## src/sv/acflw_pkg.sv

```systemverilog
// ----------------------------------------------------------------------------
// acflw_pkg: shared types and constants of the associative write-back cache
// Holds the action and result codes, the queued item format and defaults.
// ----------------------------------------------------------------------------
package acflw_pkg;

  // Default geometry.
  localparam int unsigned NUM_LINES_DEF      = 16;
  localparam int unsigned WORDS_PER_LINE_DEF = 4;
  localparam int unsigned QUEUE_DEPTH_DEF    = 2;

  // Widest word offset within a line (lines hold at most sixteen words).
  localparam int unsigned OFF_MAX_W = 4;
  localparam int unsigned PID_SHIFT = 24;
  localparam logic [23:0] BLOCK_MASK = 24'hFFFFFF;

  typedef enum logic [1:0] {
    ACT_READ  = 2'd0,
    ACT_WRITE = 2'd1,
    ACT_FILL  = 2'd2,
    ACT_INVAL = 2'd3
  } action_e;

  typedef enum logic [2:0] {
    KIND_READ   = 3'd0,
    KIND_WRITE  = 3'd1,
    KIND_WBACK  = 3'd2,
    KIND_REFILL = 3'd3,
    KIND_INVAL  = 3'd4
  } kind_e;

  typedef enum logic [2:0] {
    ST_IDLE,
    ST_RD_HIT,
    ST_WB_RD,
    ST_WB_OUT,
    ST_REQ,
    ST_FIN_WR,
    ST_FIN_RD,
    ST_FIN_OUT
  } state_e;

  // One classified beat as it waits between front and back.
  typedef struct packed {
    action_e               action;
    logic [OFF_MAX_W-1:0]  offset;
    logic [31:0]           tag;
    logic [31:0]           wdata;
    logic [31:0]           fdata;
  } item_t;

  localparam int unsigned ITEM_W = $bits(item_t);

endpackage

```

## src/sv/assoc_cache_fifo_lru_writeback.sv

```systemverilog
// ----------------------------------------------------------------------------
// assoc_cache_fifo_lru_writeback: fully associative write-back word cache
// Front splits addresses, a two-entry queue decouples it from the engine.
// ----------------------------------------------------------------------------
// A beat passes the front stage and the queue; a write hit or invalidate
// result is registered when the engine pops it, a read hit after the word
// store read. The engine takes a new beat only while idle; a miss reads and
// emits each victim word when the victim is dirty, then one request beat.
// Each refill word is a queued beat; the last one ends in the pending access.
// Reset clears all lines, ages, counters and the pending miss at once; word
// contents are unknown until refilled.
module assoc_cache_fifo_lru_writeback #(
  parameter int unsigned NUM_LINES      = acflw_pkg::NUM_LINES_DEF,
  parameter int unsigned WORDS_PER_LINE = acflw_pkg::WORDS_PER_LINE_DEF
) (
  input  logic        clk_i,
  input  logic        rst_ni,
  input  logic        cfg_valid_i,
  output logic        cfg_ready_o,
  input  logic        cfg_data_i,
  input  logic        in_valid_i,
  output logic        in_stall_o,
  input  logic [1:0]  action_i,
  input  logic [27:0] byte_address_i,
  input  logic [7:0]  process_id_i,
  input  logic [31:0] write_word_i,
  input  logic [31:0] fill_word_i,
  output logic        out_valid_o,
  input  logic        out_stall_i,
  output logic [2:0]  kind_o,
  output logic [27:0] mem_address_o,
  output logic [31:0] mem_data_o,
  output logic [31:0] read_word_o,
  output logic        was_hit_o,
  output logic        last_o,
  output logic [31:0] hit_total_o,
  output logic [31:0] miss_total_o
);
  import acflw_pkg::*;

  logic   q_full, q_push, q_pop, q_empty;
  item_t  push_item, head_item;
  logic [ITEM_W-1:0] head_bits;

  // The policy register accepts a write in any cycle.
  assign cfg_ready_o = 1'b1;
  assign head_item   = item_t'(head_bits);

  acflw_front #(
    .WORDS_PER_LINE (WORDS_PER_LINE)
  ) u_front (
    .clk_i          (clk_i),
    .rst_ni         (rst_ni),
    .action_i       (action_i),
    .byte_address_i (byte_address_i),
    .process_id_i   (process_id_i),
    .write_word_i   (write_word_i),
    .fill_word_i    (fill_word_i),
    .in_valid_i     (in_valid_i),
    .in_stall_o     (in_stall_o),
    .q_full_i       (q_full),
    .q_push_o       (q_push),
    .q_item_o       (push_item)
  );

  acflw_fifo #(
    .DEPTH (QUEUE_DEPTH_DEF),
    .WIDTH (ITEM_W)
  ) u_fifo (
    .clk_i   (clk_i),
    .rst_ni  (rst_ni),
    .push_i  (q_push),
    .data_i  (push_item),
    .full_o  (q_full),
    .pop_i   (q_pop),
    .data_o  (head_bits),
    .empty_o (q_empty)
  );

  acflw_back #(
    .NUM_LINES      (NUM_LINES),
    .WORDS_PER_LINE (WORDS_PER_LINE)
  ) u_back (
    .clk_i         (clk_i),
    .rst_ni        (rst_ni),
    .cfg_we_i      (cfg_valid_i && cfg_ready_o),
    .cfg_data_i    (cfg_data_i),
    .q_empty_i     (q_empty),
    .q_item_i      (head_item),
    .q_pop_o       (q_pop),
    .kind_o        (kind_o),
    .mem_address_o (mem_address_o),
    .mem_data_o    (mem_data_o),
    .read_word_o   (read_word_o),
    .was_hit_o     (was_hit_o),
    .last_o        (last_o),
    .hit_total_o   (hit_total_o),
    .miss_total_o  (miss_total_o),
    .out_valid_o   (out_valid_o),
    .out_stall_i   (out_stall_i)
  );

endmodule

```

## src/sv/acflw_fifo.sv

```systemverilog
// ----------------------------------------------------------------------------
// acflw_fifo: short queue between front and back
// Registered entries with read and write pointers; no fall-through.
// ----------------------------------------------------------------------------
module acflw_fifo #(
  parameter int unsigned DEPTH = acflw_pkg::QUEUE_DEPTH_DEF,
  parameter int unsigned WIDTH = acflw_pkg::ITEM_W
) (
  input  logic             clk_i,
  input  logic             rst_ni,
  input  logic             push_i,
  input  logic [WIDTH-1:0] data_i,
  output logic             full_o,
  input  logic             pop_i,
  output logic [WIDTH-1:0] data_o,
  output logic             empty_o
);
  import acflw_pkg::*;

  localparam int unsigned PTR_W = (DEPTH > 1) ? $clog2(DEPTH) : 1;
  localparam int unsigned CNT_W = $clog2(DEPTH + 1);

  logic [WIDTH-1:0] entry_q [DEPTH];
  logic [PTR_W-1:0] wr_ptr_q, rd_ptr_q;
  logic [CNT_W-1:0] count_q;
  logic             do_push, do_pop;

  assign full_o  = (count_q == CNT_W'(DEPTH));
  assign empty_o = (count_q == '0);
  assign data_o  = entry_q[rd_ptr_q];
  assign do_push = push_i && !full_o;
  assign do_pop  = pop_i && !empty_o;

  // Pointer and fill level bookkeeping.
  always_ff @(posedge clk_i or negedge rst_ni) begin
    if (!rst_ni) begin
      wr_ptr_q <= '0;
      rd_ptr_q <= '0;
      count_q  <= '0;
    end else begin
      if (do_push) begin
        wr_ptr_q <= (wr_ptr_q == PTR_W'(DEPTH - 1)) ? '0 : wr_ptr_q + 1'b1;
      end
      if (do_pop) begin
        rd_ptr_q <= (rd_ptr_q == PTR_W'(DEPTH - 1)) ? '0 : rd_ptr_q + 1'b1;
      end
      count_q <= count_q + CNT_W'(do_push) - CNT_W'(do_pop);
    end
  end

  // Entry storage.
  always_ff @(posedge clk_i) begin
    if (do_push) begin
      entry_q[wr_ptr_q] <= data_i;
    end
  end

endmodule

```

## src/sv/acflw_front.sv

```systemverilog
// ----------------------------------------------------------------------------
// acflw_front: accepts input beats and splits the address
// Two stages: a reciprocal multiply, then a remainder correction that yields
// the word offset and the process and block tag.
// ----------------------------------------------------------------------------
module acflw_front #(
  parameter int unsigned WORDS_PER_LINE = acflw_pkg::WORDS_PER_LINE_DEF
) (
  input  logic                clk_i,
  input  logic                rst_ni,
  input  logic [1:0]          action_i,
  input  logic [27:0]         byte_address_i,
  input  logic [7:0]          process_id_i,
  input  logic [31:0]         write_word_i,
  input  logic [31:0]         fill_word_i,
  input  logic                in_valid_i,
  output logic                in_stall_o,
  input  logic                q_full_i,
  output logic                q_push_o,
  output acflw_pkg::item_t    q_item_o
);
  import acflw_pkg::*;

  // floor(2^32 / W): the estimate is at most one below the true quotient.
  localparam logic [32:0] RECIP = 33'((64'd1 << 32) / WORDS_PER_LINE);

  logic        s1_valid_q;
  action_e     s1_act_q;
  logic [25:0] s1_x_q, s1_q0_q;
  logic [7:0]  s1_pid_q;
  logic [31:0] s1_wdata_q, s1_fdata_q;

  logic [58:0] prod;
  logic        take;
  logic [29:0] qw, rem_full;
  logic [5:0]  rem;
  logic [25:0] quot;

  assign in_stall_o = s1_valid_q && q_full_i;
  assign take       = in_valid_i && !in_stall_o;
  assign q_push_o   = s1_valid_q && !q_full_i;
  assign prod       = 59'(byte_address_i[27:2]) * 59'(RECIP);

  // First stage: capture the beat and the quotient estimate.
  always_ff @(posedge clk_i or negedge rst_ni) begin
    if (!rst_ni) begin
      s1_valid_q <= 1'b0;
    end else if (take) begin
      s1_valid_q <= 1'b1;
    end else if (q_push_o) begin
      s1_valid_q <= 1'b0;
    end
  end

  always_ff @(posedge clk_i) begin
    if (take) begin
      s1_act_q   <= action_e'(action_i);
      s1_x_q     <= byte_address_i[27:2];
      s1_q0_q    <= prod[57:32];
      s1_pid_q   <= process_id_i;
      s1_wdata_q <= write_word_i;
      s1_fdata_q <= fill_word_i;
    end
  end

  // Second stage: correct the estimate by at most one step.
  always_comb begin
    qw       = 30'(s1_q0_q) * 30'(WORDS_PER_LINE);
    rem_full = 30'(s1_x_q) - qw;
    rem      = rem_full[5:0];
    quot     = s1_q0_q;
    if (rem >= 6'(WORDS_PER_LINE)) begin
      rem  = rem - 6'(WORDS_PER_LINE);
      quot = s1_q0_q + 26'd1;
    end
    q_item_o.action = s1_act_q;
    q_item_o.offset = rem[OFF_MAX_W-1:0];
    q_item_o.tag    = {s1_pid_q, quot[23:0] & BLOCK_MASK};
    q_item_o.wdata  = s1_wdata_q;
    q_item_o.fdata  = s1_fdata_q;
  end

endmodule

```

## src/sv/acflw_back.sv

```systemverilog
// ----------------------------------------------------------------------------
// acflw_back: cache engine
// Tag match, replacement, write-back and refill sequencing, the word store
// and the result register.
// ----------------------------------------------------------------------------
module acflw_back #(
  parameter int unsigned NUM_LINES      = acflw_pkg::NUM_LINES_DEF,
  parameter int unsigned WORDS_PER_LINE = acflw_pkg::WORDS_PER_LINE_DEF
) (
  input  logic              clk_i,
  input  logic              rst_ni,
  input  logic              cfg_we_i,
  input  logic              cfg_data_i,
  input  logic              q_empty_i,
  input  acflw_pkg::item_t  q_item_i,
  output logic              q_pop_o,
  output logic [2:0]        kind_o,
  output logic [27:0]       mem_address_o,
  output logic [31:0]       mem_data_o,
  output logic [31:0]       read_word_o,
  output logic              was_hit_o,
  output logic              last_o,
  output logic [31:0]       hit_total_o,
  output logic [31:0]       miss_total_o,
  output logic              out_valid_o,
  input  logic              out_stall_i
);
  import acflw_pkg::*;

  localparam int unsigned LINE_W  = $clog2(NUM_LINES);
  localparam int unsigned MDEPTH  = NUM_LINES * WORDS_PER_LINE;
  localparam int unsigned MADDR_W = $clog2(MDEPTH);
  localparam int unsigned CNT_W   = $clog2(WORDS_PER_LINE + 1);
  localparam int unsigned OFF_W   = (WORDS_PER_LINE > 1) ? $clog2(WORDS_PER_LINE) : 1;

  // Word store address of a line and word.
  function automatic logic [MADDR_W-1:0] waddr_of(logic [LINE_W-1:0] line,
                                                  logic [4:0] off);
    logic [31:0] a;
    a = 32'(line) * 32'(WORDS_PER_LINE) + 32'(off);
    return a[MADDR_W-1:0];
  endfunction

  // Byte address of the first word of a line from its tag.
  function automatic logic [27:0] base_of(logic [31:0] tag);
    logic [33:0] p;
    p = 34'(tag[23:0]) * 34'(4 * WORDS_PER_LINE);
    return p[27:0];
  endfunction

  // Line state.
  logic [31:0]       tags_q  [NUM_LINES];
  logic [LINE_W-1:0] rank_q  [NUM_LINES];
  logic [NUM_LINES-1:0] valid_q, dirty_q;
  logic [31:0]       words_q [MDEPTH];
  logic [31:0]       rdata_q;

  // Pending miss.
  logic              pend_q, pend_write_q;
  logic [OFF_W-1:0]  pend_off_q;
  logic [31:0]       pend_tag_q, pend_data_q;
  logic [LINE_W-1:0] pend_line_q;
  logic [CNT_W-1:0]  fill_cnt_q;

  // Write-back victim.
  logic [LINE_W-1:0] vic_q;
  logic [27:0]       vbase_q;
  logic [CNT_W-1:0]  wb_cnt_q;

  logic              policy_q;
  logic [31:0]       hit_cnt_q, miss_cnt_q, hit_cnt_d, miss_cnt_d;
  state_e            state_q, state_d;

  // Result register.
  logic              out_valid_q;
  kind_e             out_kind_q;
  logic [27:0]       out_addr_q;
  logic [31:0]       out_data_q, out_rd_q, out_hit_tot_q, out_miss_tot_q;
  logic              out_hit_q, out_last_q;

  // Lookup.
  logic [NUM_LINES-1:0] hit_vec;
  logic              hit_any, inv_found, old_found;
  logic [LINE_W-1:0] hit_idx, inv_idx, old_idx, vic;
  logic              slot_free, head_ok, access, is_last_fill;

  // Actions.
  logic              do_clear, cfg_chg, clr, fill_inc, do_load, do_miss;
  logic              hit_inc, touch, hit_wr, fin_wr;
  logic              mem_we, mem_re;
  logic [MADDR_W-1:0] mem_waddr, mem_raddr;
  logic [31:0]       mem_wdata;
  logic              emit;
  kind_e             e_kind;
  logic [27:0]       e_addr;
  logic [31:0]       e_data, e_rd;
  logic              e_hit, e_last;

  assign slot_free    = !out_valid_q || !out_stall_i;
  assign head_ok      = !q_empty_i && slot_free;
  assign access       = (q_item_i.action == ACT_READ) || (q_item_i.action == ACT_WRITE);
  assign is_last_fill = (fill_cnt_q == CNT_W'(WORDS_PER_LINE - 1));
  assign cfg_chg      = cfg_we_i && (cfg_data_i != policy_q);
  assign clr          = do_clear || cfg_chg;

  // Parallel tag match, first free line and oldest line.
  always_comb begin
    hit_any   = 1'b0;
    inv_found = 1'b0;
    old_found = 1'b0;
    hit_idx   = '0;
    inv_idx   = '0;
    old_idx   = '0;
    for (int i = 0; i < NUM_LINES; i++) begin
      hit_vec[i] = valid_q[i] && (tags_q[i] == q_item_i.tag);
      if (hit_vec[i] && !hit_any) begin
        hit_any = 1'b1;
        hit_idx = LINE_W'(i);
      end
      if (!valid_q[i] && !inv_found) begin
        inv_found = 1'b1;
        inv_idx   = LINE_W'(i);
      end
      if (rank_q[i] == LINE_W'(NUM_LINES - 1) && !old_found) begin
        old_found = 1'b1;
        old_idx   = LINE_W'(i);
      end
    end
    vic = inv_found ? inv_idx : old_idx;
  end

  // Next state.
  always_comb begin
    state_d = state_q;
    case (state_q)
      ST_IDLE: begin
        if (head_ok) begin
          if (q_item_i.action == ACT_FILL) begin
            if (pend_q && is_last_fill) begin
              state_d = pend_write_q ? ST_FIN_WR : ST_FIN_RD;
            end
          end else if (access && !pend_q) begin
            if (hit_any) begin
              if (q_item_i.action == ACT_READ) begin
                state_d = ST_RD_HIT;
              end
            end else begin
              state_d = (valid_q[vic] && dirty_q[vic]) ? ST_WB_RD : ST_REQ;
            end
          end
        end
      end
      ST_RD_HIT:  if (slot_free) state_d = ST_IDLE;
      ST_WB_RD:   state_d = ST_WB_OUT;
      ST_WB_OUT: begin
        if (slot_free) begin
          state_d = (wb_cnt_q == CNT_W'(WORDS_PER_LINE - 1)) ? ST_REQ : ST_WB_RD;
        end
      end
      ST_REQ:     if (slot_free) state_d = ST_IDLE;
      ST_FIN_WR:  if (slot_free) state_d = ST_IDLE;
      ST_FIN_RD:  state_d = ST_FIN_OUT;
      ST_FIN_OUT: if (slot_free) state_d = ST_IDLE;
      default:    state_d = ST_IDLE;
    endcase
  end

  // Actions of each state.
  always_comb begin
    q_pop_o   = 1'b0;
    do_clear  = 1'b0;
    fill_inc  = 1'b0;
    do_load   = 1'b0;
    do_miss   = 1'b0;
    hit_inc   = 1'b0;
    touch     = 1'b0;
    hit_wr    = 1'b0;
    fin_wr    = 1'b0;
    mem_we    = 1'b0;
    mem_re    = 1'b0;
    mem_waddr = '0;
    mem_raddr = '0;
    mem_wdata = q_item_i.wdata;
    emit      = 1'b0;
    e_kind    = KIND_READ;
    e_addr    = '0;
    e_data    = '0;
    e_rd      = '0;
    e_hit     = 1'b0;
    e_last    = 1'b0;
    case (state_q)
      ST_IDLE: begin
        if (head_ok) begin
          q_pop_o = 1'b1;
          case (q_item_i.action)
            ACT_INVAL: begin
              do_clear = 1'b1;
              emit     = 1'b1;
              e_kind   = KIND_INVAL;
              e_last   = 1'b1;
            end
            ACT_FILL: begin
              if (pend_q) begin
                mem_we    = 1'b1;
                mem_waddr = waddr_of(pend_line_q, 5'(fill_cnt_q));
                mem_wdata = q_item_i.fdata;
                do_load   = is_last_fill;
                fill_inc  = !is_last_fill;
              end
            end
            default: begin
              if (!pend_q) begin
                if (hit_any) begin
                  hit_inc = 1'b1;
                  touch   = policy_q;
                  if (q_item_i.action == ACT_WRITE) begin
                    hit_wr    = 1'b1;
                    mem_we    = 1'b1;
                    mem_waddr = waddr_of(hit_idx, 5'(q_item_i.offset[OFF_W-1:0]));
                    emit      = 1'b1;
                    e_kind    = KIND_WRITE;
                    e_hit     = 1'b1;
                    e_last    = 1'b1;
                  end else begin
                    mem_re    = 1'b1;
                    mem_raddr = waddr_of(hit_idx, 5'(q_item_i.offset[OFF_W-1:0]));
                  end
                end else begin
                  do_miss = 1'b1;
                end
              end
            end
          endcase
        end
      end
      ST_RD_HIT: begin
        emit   = slot_free;
        e_kind = KIND_READ;
        e_rd   = rdata_q;
        e_hit  = 1'b1;
        e_last = 1'b1;
      end
      ST_WB_RD: begin
        mem_re    = 1'b1;
        mem_raddr = waddr_of(vic_q, 5'(wb_cnt_q));
      end
      ST_WB_OUT: begin
        emit   = slot_free;
        e_kind = KIND_WBACK;
        e_addr = vbase_q + 28'({wb_cnt_q, 2'b00});
        e_data = rdata_q;
      end
      ST_REQ: begin
        emit   = slot_free;
        e_kind = KIND_REFILL;
        e_addr = base_of(pend_tag_q);
        e_last = 1'b1;
      end
      ST_FIN_WR: begin
        if (slot_free) begin
          fin_wr    = 1'b1;
          mem_we    = 1'b1;
          mem_waddr = waddr_of(pend_line_q, 5'(pend_off_q));
          mem_wdata = pend_data_q;
          emit      = 1'b1;
          e_kind    = KIND_WRITE;
          e_last    = 1'b1;
        end
      end
      ST_FIN_RD: begin
        mem_re    = 1'b1;
        mem_raddr = waddr_of(pend_line_q, 5'(pend_off_q));
      end
      ST_FIN_OUT: begin
        emit   = slot_free;
        e_kind = KIND_READ;
        e_rd   = rdata_q;
        e_last = 1'b1;
      end
      default: begin
        emit = 1'b0;
      end
    endcase
  end

  assign hit_cnt_d  = hit_cnt_q + 32'(hit_inc);
  assign miss_cnt_d = miss_cnt_q + 32'(do_miss);

  // Control state: line flags, ages, pending miss, counters and sequencer.
  always_ff @(posedge clk_i or negedge rst_ni) begin
    if (!rst_ni) begin
      state_q     <= ST_IDLE;
      valid_q     <= '0;
      dirty_q     <= '0;
      pend_q      <= 1'b0;
      fill_cnt_q  <= '0;
      wb_cnt_q    <= '0;
      policy_q    <= 1'b0;
      hit_cnt_q   <= '0;
      miss_cnt_q  <= '0;
      out_valid_q <= 1'b0;
      for (int i = 0; i < NUM_LINES; i++) begin
        rank_q[i] <= '0;
      end
    end else begin
      state_q    <= state_d;
      hit_cnt_q  <= hit_cnt_d;
      miss_cnt_q <= miss_cnt_d;
      if (cfg_chg) begin
        policy_q <= cfg_data_i;
      end
      if (emit) begin
        out_valid_q <= 1'b1;
      end else if (!out_stall_i) begin
        out_valid_q <= 1'b0;
      end
      if (state_q == ST_WB_OUT && slot_free) begin
        wb_cnt_q <= wb_cnt_q + 1'b1;
      end
      if (clr) begin
        valid_q    <= '0;
        dirty_q    <= '0;
        pend_q     <= 1'b0;
        fill_cnt_q <= '0;
        for (int i = 0; i < NUM_LINES; i++) begin
          rank_q[i] <= '0;
        end
      end else begin
        if (fill_inc) begin
          fill_cnt_q <= fill_cnt_q + 1'b1;
        end
        // A loaded line becomes the youngest and every other valid line ages.
        if (do_load) begin
          valid_q[pend_line_q] <= 1'b1;
          dirty_q[pend_line_q] <= 1'b0;
          pend_q               <= 1'b0;
          fill_cnt_q           <= '0;
          for (int i = 0; i < NUM_LINES; i++) begin
            if (LINE_W'(i) == pend_line_q) begin
              rank_q[i] <= '0;
            end else if (valid_q[i]) begin
              rank_q[i] <= rank_q[i] + 1'b1;
            end
          end
        end
        if (fin_wr) begin
          dirty_q[pend_line_q] <= 1'b1;
        end
        // Under LRU a hit makes the line youngest and ages the younger ones.
        if (touch) begin
          for (int i = 0; i < NUM_LINES; i++) begin
            if (LINE_W'(i) == hit_idx) begin
              rank_q[i] <= '0;
            end else if (valid_q[i] && rank_q[i] < rank_q[hit_idx]) begin
              rank_q[i] <= rank_q[i] + 1'b1;
            end
          end
        end
        if (hit_wr) begin
          dirty_q[hit_idx] <= 1'b1;
        end
        if (do_miss) begin
          valid_q[vic] <= 1'b0;
          dirty_q[vic] <= 1'b0;
          pend_q       <= 1'b1;
          fill_cnt_q   <= '0;
          wb_cnt_q     <= '0;
        end
      end
    end
  end

  // Payload registers.
  always_ff @(posedge clk_i) begin
    if (do_load) begin
      tags_q[pend_line_q] <= pend_tag_q;
    end
    if (do_miss) begin
      vic_q        <= vic;
      vbase_q      <= base_of(tags_q[vic]);
      pend_write_q <= (q_item_i.action == ACT_WRITE);
      pend_off_q   <= q_item_i.offset[OFF_W-1:0];
      pend_tag_q   <= q_item_i.tag;
      pend_data_q  <= q_item_i.wdata;
      pend_line_q  <= vic;
    end
    if (emit) begin
      out_kind_q     <= e_kind;
      out_addr_q     <= e_addr;
      out_data_q     <= e_data;
      out_rd_q       <= e_rd;
      out_hit_q      <= e_hit;
      out_last_q     <= e_last;
      out_hit_tot_q  <= hit_cnt_d;
      out_miss_tot_q <= miss_cnt_d;
    end
  end

  // Word store with registered read.
  always_ff @(posedge clk_i) begin
    if (mem_we) begin
      words_q[mem_waddr] <= mem_wdata;
    end
    if (mem_re) begin
      rdata_q <= words_q[mem_raddr];
    end
  end

  assign out_valid_o   = out_valid_q;
  assign kind_o        = out_kind_q;
  assign mem_address_o = out_addr_q;
  assign mem_data_o    = out_data_q;
  assign read_word_o   = out_rd_q;
  assign was_hit_o     = out_hit_q;
  assign last_o        = out_last_q;
  assign hit_total_o   = out_hit_tot_q;
  assign miss_total_o  = out_miss_tot_q;

  // A tag is held by at most one valid line.
  assert property (@(posedge clk_i) disable iff (!rst_ni) $onehot0(hit_vec))
    else $error("several lines match one tag");

  // The refill count never reaches a full line.
  assert property (@(posedge clk_i) disable iff (!rst_ni)
    fill_cnt_q < CNT_W'(WORDS_PER_LINE))
    else $error("refill count overran the line");

  // A clear leaves no valid line and no pending miss.
  assert property (@(posedge clk_i) disable iff (!rst_ni)
    clr |=> (valid_q == '0) && !pend_q)
    else $error("clear left state behind");

  // The queue is only drained while the sequencer is idle.
  assert property (@(posedge clk_i) disable iff (!rst_ni)
    q_pop_o |-> (state_q == ST_IDLE))
    else $error("beat taken while busy");

  // A miss starts only when no miss is pending.
  assert property (@(posedge clk_i) disable iff (!rst_ni)
    do_miss |-> !pend_q)
    else $error("second miss while one is pending");

endmodule
```

## config.mk

```make
export PLATFORM = sky130hd
export DESIGN_NAME = assoc_cache_fifo_lru_writeback
export DESIGN_NICKNAME = d
export VERILOG_FILES = /design/src/sv/acflw_pkg.sv /design/src/sv/assoc_cache_fifo_lru_writeback.sv /design/src/sv/acflw_fifo.sv /design/src/sv/acflw_front.sv /design/src/sv/acflw_back.sv
export SDC_FILE = /design/constraint.sdc
export NUM_CORES = 2
export LEC_CHECK = 0
export CORE_MARGIN = 2
export CORE_UTILIZATION = 39
export CTS_CLUSTER_DIAMETER = 60
export CTS_CLUSTER_SIZE = 12
export DETAILED_ROUTE_END_ITERATION = 6
export DONT_BUFFER_PORTS = 1
export GPL_TIMING_DRIVEN = 0
export HOLD_SLACK_MARGIN = 0.1
export PLACE_DENSITY = 0.54
export SLEW_MARGIN = 15
export SYNTH_ARGS = -nofsm -noshare
export SYNTH_HDL_FRONTEND = slang
export SYNTH_SLANG_ARGS = --single-unit
```

## constraint.sdc

```tcl
create_clock -name clk_i -period 15.55 [get_ports clk_i]
set_input_delay 3.11 -clock clk_i [delete_from_list [all_inputs] [get_ports clk_i]]
set_output_delay 3.11 -clock clk_i [all_outputs]
set_load 0.1 [all_outputs]
```

---- Yosys cells after proc, flatten, opt, wreduce, memory -nomap -nowiden ----
Memories as Yosys holds them, arrays and structs flattened. A register that Yosys moved wholly into a read port is not among the register bits.
Index checks and enable logic that the tools add are counted.
cells by class
  reduce and logical (&&, ||, !) cells .... 175
  shifts and indexed selects .............. 0
  bitwise gates (word level) .............. 9
  magnitude comparators ................... 24
  muxes and demuxes ....................... 299
  multipliers ............................. 0
  $add $sub $neg .......................... 32
  equal/unequal tests ..................... 83
  divide/modulo/power cells ............... 0
operators with widths
  kind                                                              count
  32-bit == test                                                    16
  4-bit two-way mux                                                 92
  16-bit two-way mux                                                12
  64-bit two-way mux                                                3
  32-bit two-way mux                                                4
  1-bit two-way mux                                                 116
  3-bit two-way mux                                                 32
  1-bit logical AND                                                 91
  1-bit zero test                                                   66
  6-bit two-way mux                                                 11
  32-bit by 1-bit adder with 32-bit output                          2
  4-bit by 1-bit adder with 4-bit output (second input constant)    16
  4-bit == test (first input constant)                              16
  4-bit == test (second input constant)                             16
  4-bit < comparator                                                16
  32-bit one-hot mux with 2 select lines                            1
  28-bit one-hot mux with 2 select lines                            1
  16-bit AND                                                        3
  16-bit OR                                                         3
  3-bit by 4-bit == test with 1-bit output (first input constant)   8
  16-bit NOT                                                        2
  28-bit by 5-bit adder with 28-bit output                          1
  24-bit by 1-bit adder with 24-bit output (second input constant)  1
  24-bit two-way mux                                                1
  47 further kinds                                                  92
word-level totals
  latch bits .............................. 0
  memory bits (read-only) ................. 0
  input bits .............................. 108
  output and inout port bits .............. 164
  register bits ........................... 513
  memories kept ........................... 3
  RAM bits ................................ 2,764
  logic and storage cells ................. 674
memory list
  memory          depth  bits a word  rd ports  clocked after Yosys merged registers in  wr ports  line              text
  u_back.words_q  64     32           1         1                                        1         acflw_back.sv:55  logic [31:0] words_q [MDEPTH];
  u_back.tags_q   16     32           17        1                                        1         acflw_back.sv:52  logic [31:0] tags_q [NUM_LINES];
  u_fifo.entry_q  2      102          1         0                                        1         acflw_fifo.sv:23  logic [WIDTH-1:0] entry_q [DEPTH];

---- Longest topological paths before layout ----
An unclocked memory read counts as a cell.
  depth in word-level cells ............... 59
  mapped depth ............................ 31
  gate-level depth less buffers ........... 25

---- Modules after synthesis ----
Synthesis repeated with hierarchy kept, for this count alone.
second synthesis, totals
  cells, all modules ...................... 10,293
  area total of the unflattened synthesis .. 141,222.9 um2
by module, submodules not included
  module                          cells each  times used  sequential area each (um2)  area each (um2)
  acflw_back                      9,848       1           89,766.1                    130,559.0
  acflw_fifo                      335         1           6,226.0                     7,573.5
  acflw_front                     108         1           3,027.9                     3,079.2
  assoc_cache_fifo_lru_writeback  2           1           0.0                         11.3

---- Least setup slack after synthesis ----
OpenSTA, ideal clock, no wires.
  path type ............................... input port to flip-flop
  start ................................... in out_stall_i
  end ..................................... reg u_back.out_miss_tot_q[30], in the netlist u_back.miss_total_o[30] (data pin)
  data required time ...................... 15.287 ns
  cell stages on the path ................. 12
  setup slack ............................. 2.375 ns
  arrival time ............................ 12.912 ns
  setup time .............................. 0.263 ns
  buffers on the path ..................... 0
  cell sequence ........................... nand2_1 > o21a_1 > nand2_1 > inv_1 > nand2_1 > nor3_1 > ha_1 > ha_1 > nand3_1 > nor3_1 > nand3_1 > xnor2_1
between the ends
  word-level cells in the longest chain between the ends .. 6
RTL lines
  item                                      line                                  text
  start: declaration                        assoc_cache_fifo_lru_writeback.sv:29  input logic out_stall_i,
  1-bit zero test                           --
  1-bit logical OR                          acflw_back.sv:99                      assign slot_free = !out_valid_q || !out_stall_i;
  1-bit logical AND                         acflw_back.sv:100                     assign head_ok = !q_empty_i && slot_free;
  1-bit two-way mux                         acflw_back.sv:193                     if (head_ok) begin
  1-bit two-way mux                         acflw_back.sv:191                     case (state_q)
  named net u_back.do_miss                  acflw_back.sv:88                      logic do_clear, cfg_chg, clr, fill_inc, do_load, do_miss;
  32-bit by 1-bit adder with 32-bit output  acflw_back.sv:287                     assign miss_cnt_d = miss_cnt_q + 32'(do_miss);
  named net u_back.miss_cnt_d[30]           acflw_back.sv:71                      logic [31:0] hit_cnt_q, miss_cnt_q, hit_cnt_d, miss_cnt_d;
  end signal: assignment                    acflw_back.sv:395                     out_miss_tot_q <= miss_cnt_d;
  end: declaration                          acflw_back.sv:78                      logic [31:0] out_data_q, out_rd_q, out_hit_tot_q, out_miss_tot_q;
The timed path passes the listed nets, and every way through them passes these cells.
A chain may end at the register's enable or synchronous reset.

---- Final worst setup path ----
  start ................................... reg u_fifo.rd_ptr_q
  end ..................................... reg u_back.rdata_q[17] (read register of u_back.words_q) (data pin)
between the ends
  word-level cells in the longest chain between the ends .. 56
  elaborated cells between the ends (all ways) .. 111
  those cells by class .................... add/sub: 1; eq/ne: 19; mux: 43; reduce/logical: 47; memory: 1
RTL lines
  item                                    line               text
  start: declaration                      acflw_fifo.sv:24   logic [PTR_W-1:0] wr_ptr_q, rd_ptr_q;
  start signal: assignment                acflw_fifo.sv:45   rd_ptr_q <= (rd_ptr_q == PTR_W'(DEPTH - 1)) ? '0 : rd_ptr_q + 1'b1;
  memory 2 x 102 bit *                    --
  32-bit == test                          acflw_back.sv:115  hit_vec[i] = valid_q[i] && (tags_q[i] == q_item_i.tag);
  1-bit logical AND                       acflw_back.sv:115
  1-bit two-way mux                       acflw_back.sv:116  if (hit_vec[i] && !hit_any) begin
  1-bit zero test                         acflw_back.sv:116
  1-bit logical AND                       acflw_back.sv:116
  1-bit two-way mux                       acflw_back.sv:116
  1-bit zero test                         acflw_back.sv:116
  (+40 left out)                          --
  4-bit two-way mux                       acflw_back.sv:116
  6-bit by 2-bit adder with 6-bit output  acflw_back.sv:40   a = 32'(line) * 32'(WORDS_PER_LINE) + 32'(off);
  6-bit two-way mux                       acflw_back.sv:216  if (q_item_i.action == ACT_WRITE) begin
  6-bit two-way mux                       acflw_back.sv:213  if (hit_any) begin
  6-bit two-way mux                       acflw_back.sv:212  if (!pend_q) begin
  6-bit two-way mux                       acflw_back.sv:195  case (q_item_i.action)
  6-bit two-way mux                       acflw_back.sv:193
  6-bit one-hot mux with 3 select lines   acflw_back.sv:191
  end: declaration                        acflw_back.sv:56   logic [31:0] rdata_q;
Mark *: on every way between the ends. The rest lies on a longest branch, timed or not.

==> run summary <==
Dividing total power by cell area gives a power density of 203 nW/um^2. The number of endpoints with negative hold slack in the final report came out at 0. The per-cell routed wire length is 34.6 um. The most common library cell in the layout ignoring fill and taps is sky130_fd_sc_hd__edfxtp_1. The congestion estimate from routability-driven global placement came to 1.04. The setup skew after layout came out at 0.0979 ns. The number of standard-cell rows in the floorplan came out at 220. STA classifies the critical path endpoint as a flip-flop. The utilization of the core after routing is 0.459.

The worst path arrival time came out at 11.16 ns. The final-layout worst hold slack came out at 0.413 ns. Of the total synthesized cell area, the portion taken by XOR and XNOR cells is 0.0378.

The first global-routing pass estimated 739,000 um of wire. The pre-CTS setup slack came out at 5.14 ns. The fill cell instance count of the final layout is 31,500. The number of antenna violations at the first check in global routing is 82.

The number of DRC violations after detailed-routing iteration 0 came out at 13,700. The yosys synthesis warning count is 0. The footprint of the flip-flops and latches is 98,900 um^2.

The tree built by TritonCTS fans out to 3,323 sinks. Setup repair after global routing left no endpoint under its margin. The number of buffers created by CTS is 357. The clock period could shrink to around 10 ns. The simple logic cell fraction of the synthesized area is 0.107. The worst slew margin relative to its limit is 0.0286. The largest net degree at the start of global routing is ~180. The total congestion overflow after global routing came out at 0. The number of global-route vias before repair is 90,500. The area growth from synthesis to layout came out at 17.1%.

The vertical die dimension is between 600 and 700 um. The power consumption is 33.5 mW. The library cells used most frequently in the layout, excluding fill and tap cells, are 3,146 x sky130_fd_sc_hd__edfxtp_1, 1,327 x sky130_fd_sc_hd__nand2_1, 705 x sky130_fd_sc_hd__a211oi_1. The count of pins over their slew limit came to 0. 272 I/O pins were placed.

The buffers plus inverters on the worst setup path came out at 7. Clock-pin slew was measured on the worst setup and hold paths at 0.06 ns. The type of origin of the critical path is a flip-flop. The highest cell delay on the worst timing path is 0.99 ns. The iteration count of the initial detailed-routing pass came out at 6. At the pin with the least slew margin, the transition time is 1.45 ns. The count of instances resized after the clock tree is built came out at 0.

The cell count after synthesis came out at 10,100. The CTS H-tree depth came out at 5. The sequential share of the synthesized area came out at 0.703. Post-CTS timing repair inserted 0 buffers for setup.

The classification of the worst-slack hold path is reg -> reg. The synthesized cell area came out at 141,000 um^2. The deepest clock path buffer count came out at 4. The synthesized flop and latch total is 3,323. After the last flow step, the layout net total stands at 10,900. The most numerous cell type found on the critical path is sky130_fd_sc_hd__buf_2.

Of the total synthesized cell area, the portion taken by full adders, half adders and majority gates is 0.00711. Measured against the total synthesized area, the mux share comes to 0.0215. The total routing resource utilization after global routing came out at 0.291. The die outline width came out at 605 um.

The die area is 366,000 um^2. The CTS tree is built. The detailed-route via count came out at 95,300.

After detailed routing, the number of vias per cell comes to around 6.1. The most common flop cell mapped by yosys is sky130_fd_sc_hd__edfxtp_1. For this configuration, the core starts out at a cell density of 0.392. The setup slack of the critical path after layout came out at 5.19 ns.

Max-cap violations in this run came to 0. For this design, the slowest cell found on the critical path is sky130_fd_sc_hd__mux2i_4. By area the synthesized netlist is led by sky130_fd_sc_hd__edfxtp_1 67%, sky130_fd_sc_hd__a211oi_1 3.8%, sky130_fd_sc_hd__nand2_1 3.6%. The family of cells with the greatest summed delay on the critical path is simple AND/OR/NAND/NOR gates.

The dominant combinational cell family by area after synthesis is simple AND/OR/NAND/NOR gates. The clock latency on the worst-skew pair is 0.98 ns. The buffer type at the clock tree root is sky130_fd_sc_hd__clkbuf_16. The final worst-path cycle share is 0.666. The core area came out at ~360,000 um^2. The fraction of final layout cells sized beyond drive strength 1 is 0.112. The proportion of synthesized flip-flops having asynchronous set or reset came out at 0.0533. The count of final setup violators came out at 0. The hold buffer count at cts came out at 0.

The wire-length estimate of the detail-placed layout is slightly above 400,000 um. Yosys mapped a number of flops with a built-in enable equal to 3,146. The area taken by multi-input logic gates came out at approximately 40,000 um^2. The count of nets left with antenna violations once routing finished came out at 0. The average footprint of a synthesized cell came out at 14.0 um^2. The count of input and output buffers came out at 0.

The standby leakage power is 52.4 nW. The number of design rule violations left after detail routing came out at 0. The fraction of the mapped netlist area in compound gates is 0.103. The area share of the leading cell type in the synthesized netlist is 0.671.

The critical path is of the reg -> reg type. The critical path data required time came out at 16.35 ns. Traced cell by cell, the critical path runs through buf_6 -> buf_6 -> mux2i_4 -> buf_4 -> xnor2_1 -> nor4_1 -> nand4_1 -> nor3_2 -> nor2_1 -> nand4_1 -> nor2_1 -> nor3_2 -> a21o_1 -> buf_2 -> clkbuf_1 -> buf_2 -> buf_2 -> a211oi_1 -> a31oi_1 -> a21oi_1 -> o21ai_0 -> and3_1. The run finished with clean final reports. The routed wire length is 544,000 um. The maximum clock frequency came out at slightly below 100 MHz. Of all nets on the critical path, the largest fanout is 10. After synthesis, the netlist uses 96 different library cells. sky130_fd_sc_hd__edfxtp_1 takes more of the synthesized area than any other cell. The peak supply drop came out at 170 uV.
==> worst paths after layout <==
path	from	to	slack [ns]	depth (start not counted)
worst max-delay path	u_fifo.rd_ptr_q$_DFFE_PN0P_	u_back.rdata_q[17]$_DFFE_PP_	5.19	22
worst min-delay path	u_front.s1_q0_q[8]$_DFFE_PP_	u_fifo.entry_q[0][72]$_DFFE_PP_	0.41	0
worst max register to register	u_fifo.rd_ptr_q$_DFFE_PN0P_	u_back.rdata_q[17]$_DFFE_PP_	5.19	22
worst min register to register	u_front.s1_q0_q[8]$_DFFE_PP_	u_fifo.entry_q[0][72]$_DFFE_PP_	0.41	0
max in group asynchronous	rst_ni	u_back.out_valid_o$_DFFE_PN0P_	13.35	0
min in group asynchronous	rst_ni	u_back.miss_cnt_q[2]$_DFF_PN0_	1.87	0
==> cells in the mapped netlist (all sizes together) (80+ instances only) <==
library cell,n
edfxtp,3146
a21oi,216
a31oi,331
buf,164
nand2,1335
and3,89
ha,80
nor2,284
a211oi,711
nor4,261
inv,107
xnor2,569
clkbuf,446
o21ai,162
nand3,129
and2,655
a311oi,248
nor3,96
mux2i,177
dfrtp,177
==> where the power goes <==
group / internal [mW] / switching, mW / total (mW) / leakage [nW]
clock network: 4.61 / 3.58 / 8.19 / 5.20
registers: 12.6 / 1.98 / 14.6 / 31.1
logic: 3.04 / 7.67 / 10.7 / 16.1
==> sequential cells by signal, summed over array words and instances, names as in the netlist, 64 cells and up <==
| name | flops |
|---|---|
| u_fifo.entry_q | 200 |
| u_back.words_q | 2048 |
| u_back.tags_q | 512 |
| u_back.rank_q | 64 |
==> cells by family after synthesis <==
| kind of cell | after synthesis |
|---|---|
| adders and majority gates | 80 |
| DFF | 3323 |
| other | 2 |
| muxes | 240 |
| xor gates and xnor gates | 608 |
| buffers and inverters | 717 |
| AOI/OAI and AO/OA | 2021 |
| and+or+nand+nor | 3064 |
==> per-stage QoR <==
step / cell area, um^2 / TNS (ns) / cells
finish: 165000 / 0 / 15700
global route: 165000 / 0 / 15700
CTS: 165000 / 0 / 15700
detailed placement: 154000 / 0 / 15100
global placement: 147000 / -2031.85 / 14800
floorplan: 141000 / 0 / 10100
==> worst register-to-register path, cell delays in order (launching register included) <==
cell and delay, ns:
sky130_fd_sc_hd__dfrtp_1 0.34, sky130_fd_sc_hd__buf_6 0.17, sky130_fd_sc_hd__buf_6 0.26, sky130_fd_sc_hd__mux2i_4 1.00, sky130_fd_sc_hd__buf_4 0.53, sky130_fd_sc_hd__xnor2_1 0.17, sky130_fd_sc_hd__nor4_1 0.44, sky130_fd_sc_hd__nand4_1 0.18
sky130_fd_sc_hd__nor3_2 0.80, sky130_fd_sc_hd__nor2_1 0.23, sky130_fd_sc_hd__nand4_1 0.49, sky130_fd_sc_hd__nor2_1 0.23, sky130_fd_sc_hd__nor3_2 0.62, sky130_fd_sc_hd__a21o_1 0.38, sky130_fd_sc_hd__buf_2 0.32, sky130_fd_sc_hd__clkbuf_1 0.94
sky130_fd_sc_hd__buf_2 0.66, sky130_fd_sc_hd__buf_2 0.37, sky130_fd_sc_hd__a211oi_1 0.13, sky130_fd_sc_hd__a31oi_1 0.35, sky130_fd_sc_hd__a21oi_1 0.27, sky130_fd_sc_hd__o21ai_0 1.00, sky130_fd_sc_hd__and3_1 0.37
==> final cells by class <==
cell class	instances	area share
multi-input combinational	6016	0.244
antenna	75	0.00114
timing repair buffer	301	0.0353
buffer	610	0.0161
clock buffer	417	0.0565
sequential	3323	0.600
tap	4773	0.0362
clock inverter	120	0.00843
inverter	107	0.00244
==> routing by layer <==
layer  vias up  global-route usage  part of all wire
li1      40100                   -                 -
met1     48800               0.418              0.42
met2      5489               0.433              0.43
met3       958              0.0631              0.10
met4        12               0.107             0.043
met5         -                   0           0.00014
Note: power is estimated with default switching activity, not from simulation.
